### src/hw/rtl/psw_pkg.sv
// Shared constants, control structs and arithmetic helpers of the plucked-string synthesizer.
package psw_pkg;

    localparam int SAMPLE_W      = 16;
    localparam int LEN_W         = 9;
    localparam int OFF_W         = 9;
    localparam int S_TDATA_W     = 32;
    localparam int MAX_DELAY_DEF = 512;
    localparam int BODY_TAPS_DEF = 12;
    localparam int COEF_IW       = 4;
    localparam int MUL_A_W       = 17;
    localparam int MUL_B_W       = 16;
    localparam int PROD_W        = MUL_A_W + MUL_B_W;
    localparam int ACC_W         = 40;
    localparam int FRAC_W        = 15;
    localparam int LEN_MIN       = 2;

    localparam logic [LEN_W-1:0] LEN_RESET = 9'd112;

    localparam logic signed [MUL_B_W-1:0] FB_GAIN  = 16'sd16368;
    localparam logic signed [MUL_B_W-1:0] MIX_GAIN = 16'sd1638;

    localparam logic signed [ACC_W-1:0] ROUND_ADD = 40'sd16384;
    localparam logic signed [ACC_W-1:0] SAT_MAX   = 40'sd32767;
    localparam logic signed [ACC_W-1:0] SAT_MIN   = -40'sd32768;

    localparam logic REQ_LOAD = 1'b0;
    localparam logic REQ_TICK = 1'b1;

    typedef struct packed {
        logic clr;
        logic load_start;
        logic load_red;
        logic load_wr;
        logic tick_start;
        logic head_cap;
        logic fb1;
        logic fb2;
        logic mix;
        logic tap;
        logic last;
        logic fin;
    } psw_cmd_t;

    typedef struct packed {
        logic clr_last;
        logic wrap_done;
        logic tap_last;
        logic out_free;
    } psw_sts_t;

    function automatic logic signed [MUL_B_W-1:0] body_coef(input logic [COEF_IW-1:0] idx);
        logic signed [MUL_B_W-1:0] c;
        case (idx)
            4'd0:    c = 16'sd29370;
            4'd1:    c = -16'sd30199;
            4'd2:    c = 16'sd22922;
            4'd3:    c = -16'sd14537;
            4'd4:    c = 16'sd12662;
            4'd5:    c = -16'sd11004;
            4'd6:    c = 16'sd10633;
            4'd7:    c = -16'sd11314;
            4'd8:    c = 16'sd14191;
            4'd9:    c = -16'sd14856;
            4'd10:   c = 16'sd10894;
            4'd11:   c = -16'sd4235;
            default: c = '0;
        endcase
        return c;
    endfunction

    // Rounds half up at the Q15 point and saturates to a 16-bit sample.
    function automatic logic signed [SAMPLE_W-1:0] round_sat(input logic signed [ACC_W-1:0] x);
        logic signed [ACC_W-1:0] r;
        r = (x + ROUND_ADD) >>> FRAC_W;
        if (r > SAT_MAX) begin
            r = SAT_MAX;
        end else if (r < SAT_MIN) begin
            r = SAT_MIN;
        end
        return r[SAMPLE_W-1:0];
    endfunction

endpackage

### src/hw/rtl/psw_ctrl.sv
// Sequencer that steps the datapath through clear, load and tick operations.
module psw_ctrl (
    input  logic              aclk,
    input  logic              aresetn,
    input  logic              s_tvalid,
    output logic              s_tready,
    input  logic              req_type,
    input  psw_pkg::psw_sts_t sts,
    output psw_pkg::psw_cmd_t cmd
);
    import psw_pkg::*;

    typedef enum logic [9:0] {
        S_CLEAR = 10'b0000000001,
        S_IDLE  = 10'b0000000010,
        S_LOAD  = 10'b0000000100,
        S_READ  = 10'b0000001000,
        S_FB1   = 10'b0000010000,
        S_FB2   = 10'b0000100000,
        S_MIX   = 10'b0001000000,
        S_TAP   = 10'b0010000000,
        S_LAST  = 10'b0100000000,
        S_FIN   = 10'b1000000000
    } state_t;

    state_t state_reg;
    state_t state_next;

    always_ff @(posedge aclk) begin
        if (!aresetn) begin
            state_reg <= S_CLEAR;
        end else begin
            state_reg <= state_next;
        end
    end

    always_comb begin
        state_next = state_reg;
        cmd        = '0;
        s_tready   = 1'b0;
        case (state_reg)
            S_CLEAR: begin
                cmd.clr = 1'b1;
                if (sts.clr_last) begin
                    state_next = S_IDLE;
                end
            end
            S_IDLE: begin
                s_tready = 1'b1;
                if (s_tvalid) begin
                    if (req_type == REQ_TICK) begin
                        cmd.tick_start = 1'b1;
                        state_next     = S_READ;
                    end else begin
                        cmd.load_start = 1'b1;
                        state_next     = S_LOAD;
                    end
                end
            end
            S_LOAD: begin
                if (sts.wrap_done) begin
                    cmd.load_wr = 1'b1;
                    state_next  = S_IDLE;
                end else begin
                    cmd.load_red = 1'b1;
                end
            end
            S_READ: begin
                cmd.head_cap = 1'b1;
                state_next   = S_FB1;
            end
            S_FB1: begin
                cmd.fb1    = 1'b1;
                state_next = S_FB2;
            end
            S_FB2: begin
                cmd.fb2    = 1'b1;
                state_next = S_MIX;
            end
            S_MIX: begin
                cmd.mix    = 1'b1;
                state_next = S_TAP;
            end
            S_TAP: begin
                cmd.tap = 1'b1;
                if (sts.tap_last) begin
                    state_next = S_LAST;
                end
            end
            S_LAST: begin
                cmd.last   = 1'b1;
                state_next = S_FIN;
            end
            S_FIN: begin
                if (sts.out_free) begin
                    cmd.fin    = 1'b1;
                    state_next = S_IDLE;
                end
            end
            default: begin
                state_next = S_CLEAR;
            end
        endcase
    end

endmodule

### config.mk
export PLATFORM = sky130hd
export DESIGN_NAME = psw_ctrl
export DESIGN_NICKNAME = d
export VERILOG_FILES = /design/src/hw/rtl/psw_pkg.sv /design/src/hw/rtl/psw_ctrl.sv
export SDC_FILE = /design/constraint.sdc
export NUM_CORES = 1
export LEC_CHECK = 0
export BUFFER_PORTS_ARGS = -buffer_cell sky130_fd_sc_hd__buf_2
export CAP_MARGIN = 30
export CELL_PAD_IN_SITES_DETAIL_PLACEMENT = 1
export CELL_PAD_IN_SITES_GLOBAL_PLACEMENT = 2
export CORE_ASPECT_RATIO = 1.2
export CORE_UTILIZATION = 30
export CTS_CLUSTER_SIZE = 16
export DETAILED_ROUTE_END_ITERATION = 10
export PLACE_DENSITY = 0.8
export SETUP_SLACK_MARGIN = 0.4
export SYNTH_ARGS = -nofsm -noshare
export SYNTH_HDL_FRONTEND = slang
export SYNTH_SLANG_ARGS = --single-unit
### constraint.sdc
create_clock -name aclk -period 3.9 [get_ports aclk]
set_input_delay 0.39 -clock aclk [delete_from_list [all_inputs] [get_ports aclk]]
set_output_delay 0.39 -clock aclk [all_outputs]
set_load 0.03 [all_outputs]
======== Yosys cells after proc, flatten, opt, wreduce, memory -nomap -nowiden ========
Cells that the tools add are included.
storage, ports and cells
  register bits ........................... 10
  logic and storage cells ................. 43
cells by class
  equality and inequality tests ........... 15
  muxes and demuxes ....................... 26
  reduce and logical (&&, ||, !) cells .... 1
operators by type and width
  cell                                                               count
  10-bit one-hot mux with 10 select lines                            1
  10-bit two-way mux                                                 5
  1-bit two-way mux                                                  18
  10-bit by 1-bit == test with 1-bit output (second input constant)  1
  10-bit == test (second input constant)                             1
  10-bit by 2-bit == test with 1-bit output (second input constant)  1
  10-bit by 3-bit == test with 1-bit output (second input constant)  1
  10-bit by 4-bit == test with 1-bit output (second input constant)  1
  10-bit by 5-bit == test with 1-bit output (second input constant)  1
  10-bit by 6-bit == test with 1-bit output (second input constant)  1
  10-bit by 7-bit == test with 1-bit output (second input constant)  1
  10-bit by 8-bit == test with 1-bit output (second input constant)  1
  10-bit by 9-bit == test with 1-bit output (second input constant)  1
  2-bit != test (second input constant)                              5
  5-bit AND reduction                                                1
  4-bit two-way mux                                                  1
  2-bit two-way mux                                                  1

======== Depth between registers and ports, before layout ========
Gate-level depths: netlist of run 1.
  depth in word-level cells ............... 3
  gate-level depth with buffers ........... 7
  mapped depth without buffers ............ 5

======== Worst setup path after synthesis of run 1 ========
No wires, ideal clock.
  path kind ............................... flip-flop to output port
  from .................................... reg state_reg[9]
  to ...................................... out cmd[10] (netlist bit)
  arrival ................................. 1.746 ns
  path slack .............................. 1.764 ns
  stages on the path, launching flop included .. 8
  cells stage by stage .................... dfxtp_1 -> buf_6 -> nor4_2 -> and2_1 -> and3_1 -> buf_4 -> nand2_1 -> nor2_1
RTL lines
  item                      line            RTL
  start: declaration        psw_ctrl.sv:26  state_t state_reg;
  start signal: assignment  psw_ctrl.sv:33  state_reg <= state_next;
  end: declaration          psw_ctrl.sv:9   output psw_pkg::psw_cmd_t cmd

==> metrics, run 1 <==
fraction of the yosys area taken by sequential cells ~29%; final weighted congestion in routability-driven placement 0.783; Total Negative Setup Slacks 0 ps; fraction of layout instances using a drive strength above 1 approximately a third; portion of the clock cycle consumed by the worst path in the final layout 60.1%; count of antenna-violating nets left after detailed routing 0; post-synthesis area per instance 8.35 sq um; Main synth FF type sky130_fd_sc_hd__dfxtp_1; worst path cell trace nor4_2 -> and2_1 -> and3_1 -> nand2_1 -> nor2_1 -> buf_2; FF+latch count, synth 10; cell type group with the largest total delay on the critical path simple AND/OR/NAND/NOR gates; filler instances ~280; Core Box Area 2120 sq um; Final #Nets 114; Starting Density between 30% and 40%; Pwr Total 0.000331 W; CTS tree built; number of flops mapped to enable cells by yosys 0; final critical-path required period roughly 2300 ps; aggregate routed wire length ~1900 um; standby leakage power approximately 0.41 nW; via count of the first global-routing pass ~660; met1 track demand over resource in global routing between 20% and 30%; GR met2 Demand/Resource approximately 29%; clock latency of the later-clocked register in the worst-skew pair between 200 and 300 ps; buffer levels on the longest clock path 2; peak-usage layer in the global routing report met2; DPL Wire Length 1530 um; worst hold slack after final layout approximately 370 ps; worst relative slew slack ~50%; die width between 40 and 50 um; max-capacitance violation count 0; number of input and output port buffers inserted 20; synthesized cell area between 600 and 700 sq um; kind of critical path flop to primary output; Worst setup SP type flop; Num CTS Buffers 3; slowest cell on the critical path sky130_fd_sc_hd__nor4_2; worst hold endpoint state_reg[3]; Post-CTS Resized 0; vias per std cell 5.11; Tightest Hold Check Type input pin to flop; initial antenna violation count 0; total iterations of the first detailed-routing run 4; path length in cells of the critical path 6; number of H-tree levels 1; number of flip-flops under the largest register name 10; vias post-DR 690; endpoint required time on the critical path between 3000 and 4000 ps; measured slew at the worst slew-check pin around 730 ps; warnings from Yosys 0; Final Hold Violating Endpoints 0; Boundary Pins 21; cell depth of the worst min-delay path 3; Setup Viol. Count Final 0; origin of the worst min-delay path req_type; Worst Setup End Kind primary output; worst-case clock skew about 4.7 ps; slowest cell delay on critical path 490 ps; hold buffer count at cts 0; grt ovf 0; DRC viols 0; per-cell routed wire length 13.8 um; cell count of the worst reg-to-reg path 4; area of all placed cells without fillers ~850 sq um; diode insertion count for antenna repair 0; postcts setup bufs 0; Slew Limit Fails 0; total routing usage reported by global routing roughly 17%; Synth Instances slightly above 80; Crit path buffers/inverters 1; maximum vdd ir drop a little over 200 uV; net count of the mapped netlist around 90; fraction of met3 tracks used by global routing under 10%; clock root buffer sky130_fd_sc_hd__clkbuf_4; Worst-path clk slew roughly 70 ps; Cell Rows 18; unrepaired setup endpoints after global routing false; number of distinct standard cells referenced by the synthesized netlist 38; wire length of the first global-routing pass ~3000 um; number of sinks on the clock net 10; run status finished, final reports clean; die height about 55 um; highest net fanout along the worst path 8; Power per Cell Area around 390 nW/um^2; number of design-rule violations left by the first detailed-router iteration 5; register-to-register setup slack between 2000 and 2500 ps; Crit path arrival time between 1500 and 2000 ps; Placed Area around 810 sq um; Syn-to-layout area delta 22.4%; Crit Reg-Reg Startpoint state_reg[8]; share of async-settable or async-resettable flops after synthesis 0%; end of the worst register-to-register path state_reg[0]; max frequency between 400 and 500 MHz; DIE AREA between 2000 and 3000 sq um; maximum number of pins on one net before global-route repair 9
through the flow:
stage,std cells,utilization [%],setup WS (ps)
5_1_grt,135,40.1,1380
6_report,135,40.1,1550
3_5_place_dp,131,38.4,1860
2_1_floorplan,83,-,1760
4_1_cts,135,40.1,1560
3_3_place_gp,131,38.4,1880
layer usage:
metal,share of wire [%],up-vias
met2,49,17
li1,-,342
met1,45,324
met5,0,-
met4,2.5,0
met3,3.3,7
cells in the mapped netlist (2+ instances only):
cell	number	area share, %
sky130_fd_sc_hd__nor2_1	11	6.0
sky130_fd_sc_hd__dfxtp_1	10	29
sky130_fd_sc_hd__and3_1	5	4.5
sky130_fd_sc_hd__inv_1	5	2.7
sky130_fd_sc_hd__nand2_1	5	2.7
sky130_fd_sc_hd__nand3_1	4	2.9
sky130_fd_sc_hd__nor2b_1	4	3.6
sky130_fd_sc_hd__nor3_1	4	2.9
sky130_fd_sc_hd__o21ai_0	3	2.2
sky130_fd_sc_hd__a21boi_1	2	2.2
sky130_fd_sc_hd__and2_1	2	1.8
sky130_fd_sc_hd__nand4_1	2	1.8
how the worst max path moves through the flow:
stage                 start       to  slack, ps
2_1_floorplan  state_reg[9]  cmd[10]       1760
3_3_place_gp   state_reg[9]   cmd[7]       1880
3_5_place_dp   state_reg[9]   cmd[7]       1860
4_1_cts        state_reg[9]   cmd[7]       1560
5_1_grt        state_reg[9]  cmd[10]       1380
6_report       state_reg[9]  cmd[10]       1550
final cells by class:
class	count	area, sq um	share of cell area, %
flip-flops and latches	10	200	23.6
inverters	5	18.8	2.21
repair buffers	20	100	11.8
clock buffers	4	36.3	4.28
multi-input cells	66	455	53.7
well taps	30	37.5	4.42
tightest hold or removal path, stage by stage:
cell	delay [ps]
sky130_fd_sc_hd__buf_2	120
sky130_fd_sc_hd__nand2_1	60
sky130_fd_sc_hd__nor2_1	30
cell usage in the layout, fill, tap and decap left out, drive strengths merged, types with 2 or more instances in the layout:
cell	synthesis	layout
a21boi	2	2
and2	2	2
and3	5	5
buf	2	20
clkbuf	0	4
dfxtp	10	10
inv	5	5
nand2	5	5
nand3	4	4
nand4	2	2
nor2	12	12
nor2b	4	4
nor3	5	5
nor3b	2	2
nor4	2	2
o21ai	3	3
power breakdown:
group / switching [W] / internal [W] / total (W)
clock network: 0.0000410 / 0.0000568 / 0.0000978
registers: 0.0000108 / 0.000109 / 0.000120
logic: 0.0000688 / 0.0000449 / 0.000114
cells by family (layout without fill, tap and decap cells):
kind of cell	Yosys count	after routing	share of synthesized area (%)
buffers and inverters	7	29	5.42
XOR/XNOR	2	2	2.53
flip-flops	10	10	28.9
AND/OR/NAND/NOR	54	54	52.0
AO/OA/AOI/OAI	10	10	11.2
(Power assumes the default switching activity.)
==> run 2: changes to the inputs <==
--- a/config.mk
+++ b/config.mk
@@ -10,10 +10,10 @@
 export CELL_PAD_IN_SITES_DETAIL_PLACEMENT = 1
 export CELL_PAD_IN_SITES_GLOBAL_PLACEMENT = 2
 export CORE_ASPECT_RATIO = 1.2
-export CORE_UTILIZATION = 30
+export CORE_UTILIZATION = 28
 export CTS_CLUSTER_SIZE = 16
 export DETAILED_ROUTE_END_ITERATION = 10
-export PLACE_DENSITY = 0.8
+export PLACE_DENSITY = 0.76
 export SETUP_SLACK_MARGIN = 0.4
 export SYNTH_ARGS = -nofsm -noshare
 export SYNTH_HDL_FRONTEND = slang
==> constraint.sdc (replaced) <==
create_clock -name aclk -period 2.4 [get_ports aclk]
set_input_delay 0.24 -clock aclk [delete_from_list [all_inputs] [get_ports aclk]]
set_output_delay 0.24 -clock aclk [all_outputs]
set_load 0.03 [all_outputs]
==> run 2 against run 1 <==
  * Largest cell class unchanged
  * Via count up 2.8%
  * Clock skew up 3.4 ps
  * Worst setup slack worse by 1100 ps
  * Cell area up 8.0%
  * Combinational power up 81%
  * Critical endpoint is now cmd[1]
  * Register-to-register slack worse by 1400 ps
  * Clock power up 61%
  * Highest routed layer unchanged
  * First-iteration DRC count up 120%
  * Routed wire length up 8.5%
  * Global-route usage up 1.3 points
  * Count of clock-buffer cells in the layout unchanged
  * Total power up 71%
==> metrics, run 2 (synthesized netlist as in run 1, its figures left out) <==
run status finished, final reports clean (unchanged); Final Hold Violating Endpoints 0 (unchanged); Total Negative Setup Slacks 0 ps (unchanged); per-cell routed wire length 14.8 um (was 13.8 um); DRC viols 0 (unchanged); final weighted congestion in routability-driven placement 0.770 (was 0.783); die width 47.4 um (was 45.9 um); Crit Reg-Reg Startpoint state_reg[4] (was state_reg[8]); aggregate routed wire length 2020 um (was 1870 um); most frequent standard cell in the layout excluding fill and tap cells sky130_fd_sc_hd__buf_2 (unchanged); vias post-DR 709 (was 690); Worst setup SP type flop (unchanged); die height 56.5 um (was 54.7 um); Setup Viol. Count Final 0 (unchanged); cell depth of the worst min-delay path 3 (unchanged); initial antenna violation count 0 (unchanged); clock root buffer sky130_fd_sc_hd__clkbuf_4 (unchanged); commonest cells after routing, fill and taps aside sky130_fd_sc_hd__buf_2, sky130_fd_sc_hd__nor2_1, sky130_fd_sc_hd__dfxtp_1, sky130_fd_sc_hd__inv_1, sky130_fd_sc_hd__nand2_1 (was sky130_fd_sc_hd__buf_2, sky130_fd_sc_hd__nor2_1, sky130_fd_sc_hd__dfxtp_1); Slew Limit Fails 0 (unchanged); cell count of the worst reg-to-reg path 5 (was 4); filler instances 285 (was 281); Psw 0.000207 W (was 0.000121 W); sequential share of power 35.9% (was 36.2%); Internal Power 0.000359 W (was 0.000211 W); Worst-path clk slew 70 ps (about the same); DIE AREA 2680 sq um (was 2510 sq um); Starting Density 30.1% (was 32.7%); count of antenna-violating nets left after detailed routing 0 (unchanged); Tightest Hold Check Type input pin to flop (unchanged); CTS tree built (unchanged); Final #Nets 115 (was 114); number of input and output port buffers inserted 20 (unchanged); measured slew at the worst slew-check pin 339 ps (was 732 ps); maximum number of pins on one net before global-route repair 9 (unchanged); worst hold endpoint state_reg[3] (unchanged); highest net fanout along the worst path 6 (was 8); standby leakage power 0.431 nW (was 0.413 nW); Power per Cell Area 617 nW/um^2 (was 390 nW/um^2); number of H-tree levels 1 (unchanged); wire length of the first global-routing pass 3380 um (was 3020 um); Boundary Pins 21 (unchanged); fraction of layout instances using a drive strength above 1 40.6% (was 31.4%); max frequency approximately 500 MHz; worst-case clock skew 8.16 ps (was 4.75 ps); diode insertion count for antenna repair 0 (unchanged); portion of the clock cycle consumed by the worst path in the final layout around 81%; final critical-path required period between 1500 and 2000 ps; count of placed standard cells in the final layout, fillers left out 137 (was 135); unrepaired setup endpoints after global routing true (was false); Worst Setup End Kind primary output (unchanged); Sw Share 36.5% (was 36.4%); clock latency of the later-clocked register in the worst-skew pair 280 ps (about the same); DPL Wire Length 1630 um (was 1530 um); buffer levels on the longest clock path 2 (unchanged); maximum vdd ir drop 240 uV (was 207 uV); total routing usage reported by global routing 18.2% (was 17.0%); number of flip-flops under the largest register name 10 (unchanged); clock network power share 27.8% (was 29.5%); Crit path arrival time 1720 ps (was 1960 ps); Syn-to-layout area delta 32.1% (was 22.4%); Num CTS Buffers 3 (unchanged); register-to-register setup slack 660 ps (was 2100 ps); number of sinks on the clock net 10 (unchanged); end of the worst register-to-register path state_reg[2] (was state_reg[0]); number of design-rule violations left by the first detailed-router iteration 11 (was 5); worst hold slack after final layout 216 ps (was 366 ps); worst relative slew slack 77.2% (was 50.7%); via count of the first global-routing pass 700 (was 659); kind of critical path flop to primary output (unchanged); vias per std cell 5.18 (was 5.11); portion of total power attributed to combinational logic 36.4% (was 34.3%); Cell Rows 19 (was 18); endpoint required time on the critical path 2160 ps (was 3510 ps); DP Cell Count 132 (was 131); origin of the worst min-delay path req_type (unchanged); area of all placed cells without fillers 916 sq um (was 848 sq um); Core Box Area 2310 sq um (was 2120 sq um); max-capacitance violation count 0 (unchanged); Placed Area 813 sq um (was 812 sq um); grt ovf 0 (unchanged); total iterations of the first detailed-routing run 4 (unchanged)
[run 2: area by class of cell]
cell class                      instances  area (sq um)  share of cell area [%]
Timing Repair Buffer                   21           115                    12.6
Clock buffer                            4          36.3                    3.96
Sequential cell                        10           205                    22.4
Inverter                                5          18.8                    2.05
Tap cell                               31          38.8                    4.23
Multi-Input combinational cell         66           502                    54.8
[run 2: power by group through the flow]
stage          clock network (W)  logic, W  registers (W)
6_report                0.000157  0.000206       0.000203
5_1_grt                 0.000169  0.000227       0.000205
4_1_cts                 0.000160  0.000192       0.000197
3_5_place_dp                   0  0.000188       0.000199
3_3_place_gp                   0  0.000187       0.000200
2_1_floorplan                  0  0.000142       0.000192
[run 2: per-layer routing]
metal  part of all wire (%)  GRT usage, %  vias to the layer above
li1                       -             -                      345
met1                     42          23.4                      345
met3                    2.6          2.89                        5
met4                    3.4          9.80                        0
met5                      0             0                        -
met2                     52          28.0                       14
[run 2: worst max-delay path by stage]
stage / from / end / cells past startpoint
floorplan: state_reg[9] / cmd[10] / 7
global placement: state_reg[9] / cmd[7] / 5
detailed placement: state_reg[9] / cmd[10] / 6
CTS: state_reg[4] / cmd[1] / 5
global route: state_reg[4] / cmd[1] / 5
finish: state_reg[4] / cmd[1] / 5
[run 2: critical path, cell delays in order (launching register included)]
cell                      delay, ps
sky130_fd_sc_hd__dfxtp_2        360
sky130_fd_sc_hd__or4_4          580
sky130_fd_sc_hd__nor2_4         140
sky130_fd_sc_hd__nand3_1        120
sky130_fd_sc_hd__inv_1           80
sky130_fd_sc_hd__buf_4          150
[run 2: timing repair]
item | in CTS | in global routing
gates cloned | 0 | 0
hold buffers | 0 | 0
endpoints found under the setup margin | 8 | 8
buffers inserted | 1 | 0
pin swaps | 1 | 1
gates resized for setup | 7 | 8
[run 2: stage by stage]
stage                     total power (W)  setup slack, ps  utilization [%]
after detailed placement         0.000387              491             35.3
after CTS                        0.000550              406             38.2
final                            0.000565              444             39.7
after floorplan                  0.000334              414                -
after global placement           0.000387              524             35.3
after global routing             0.000601              374             39.7
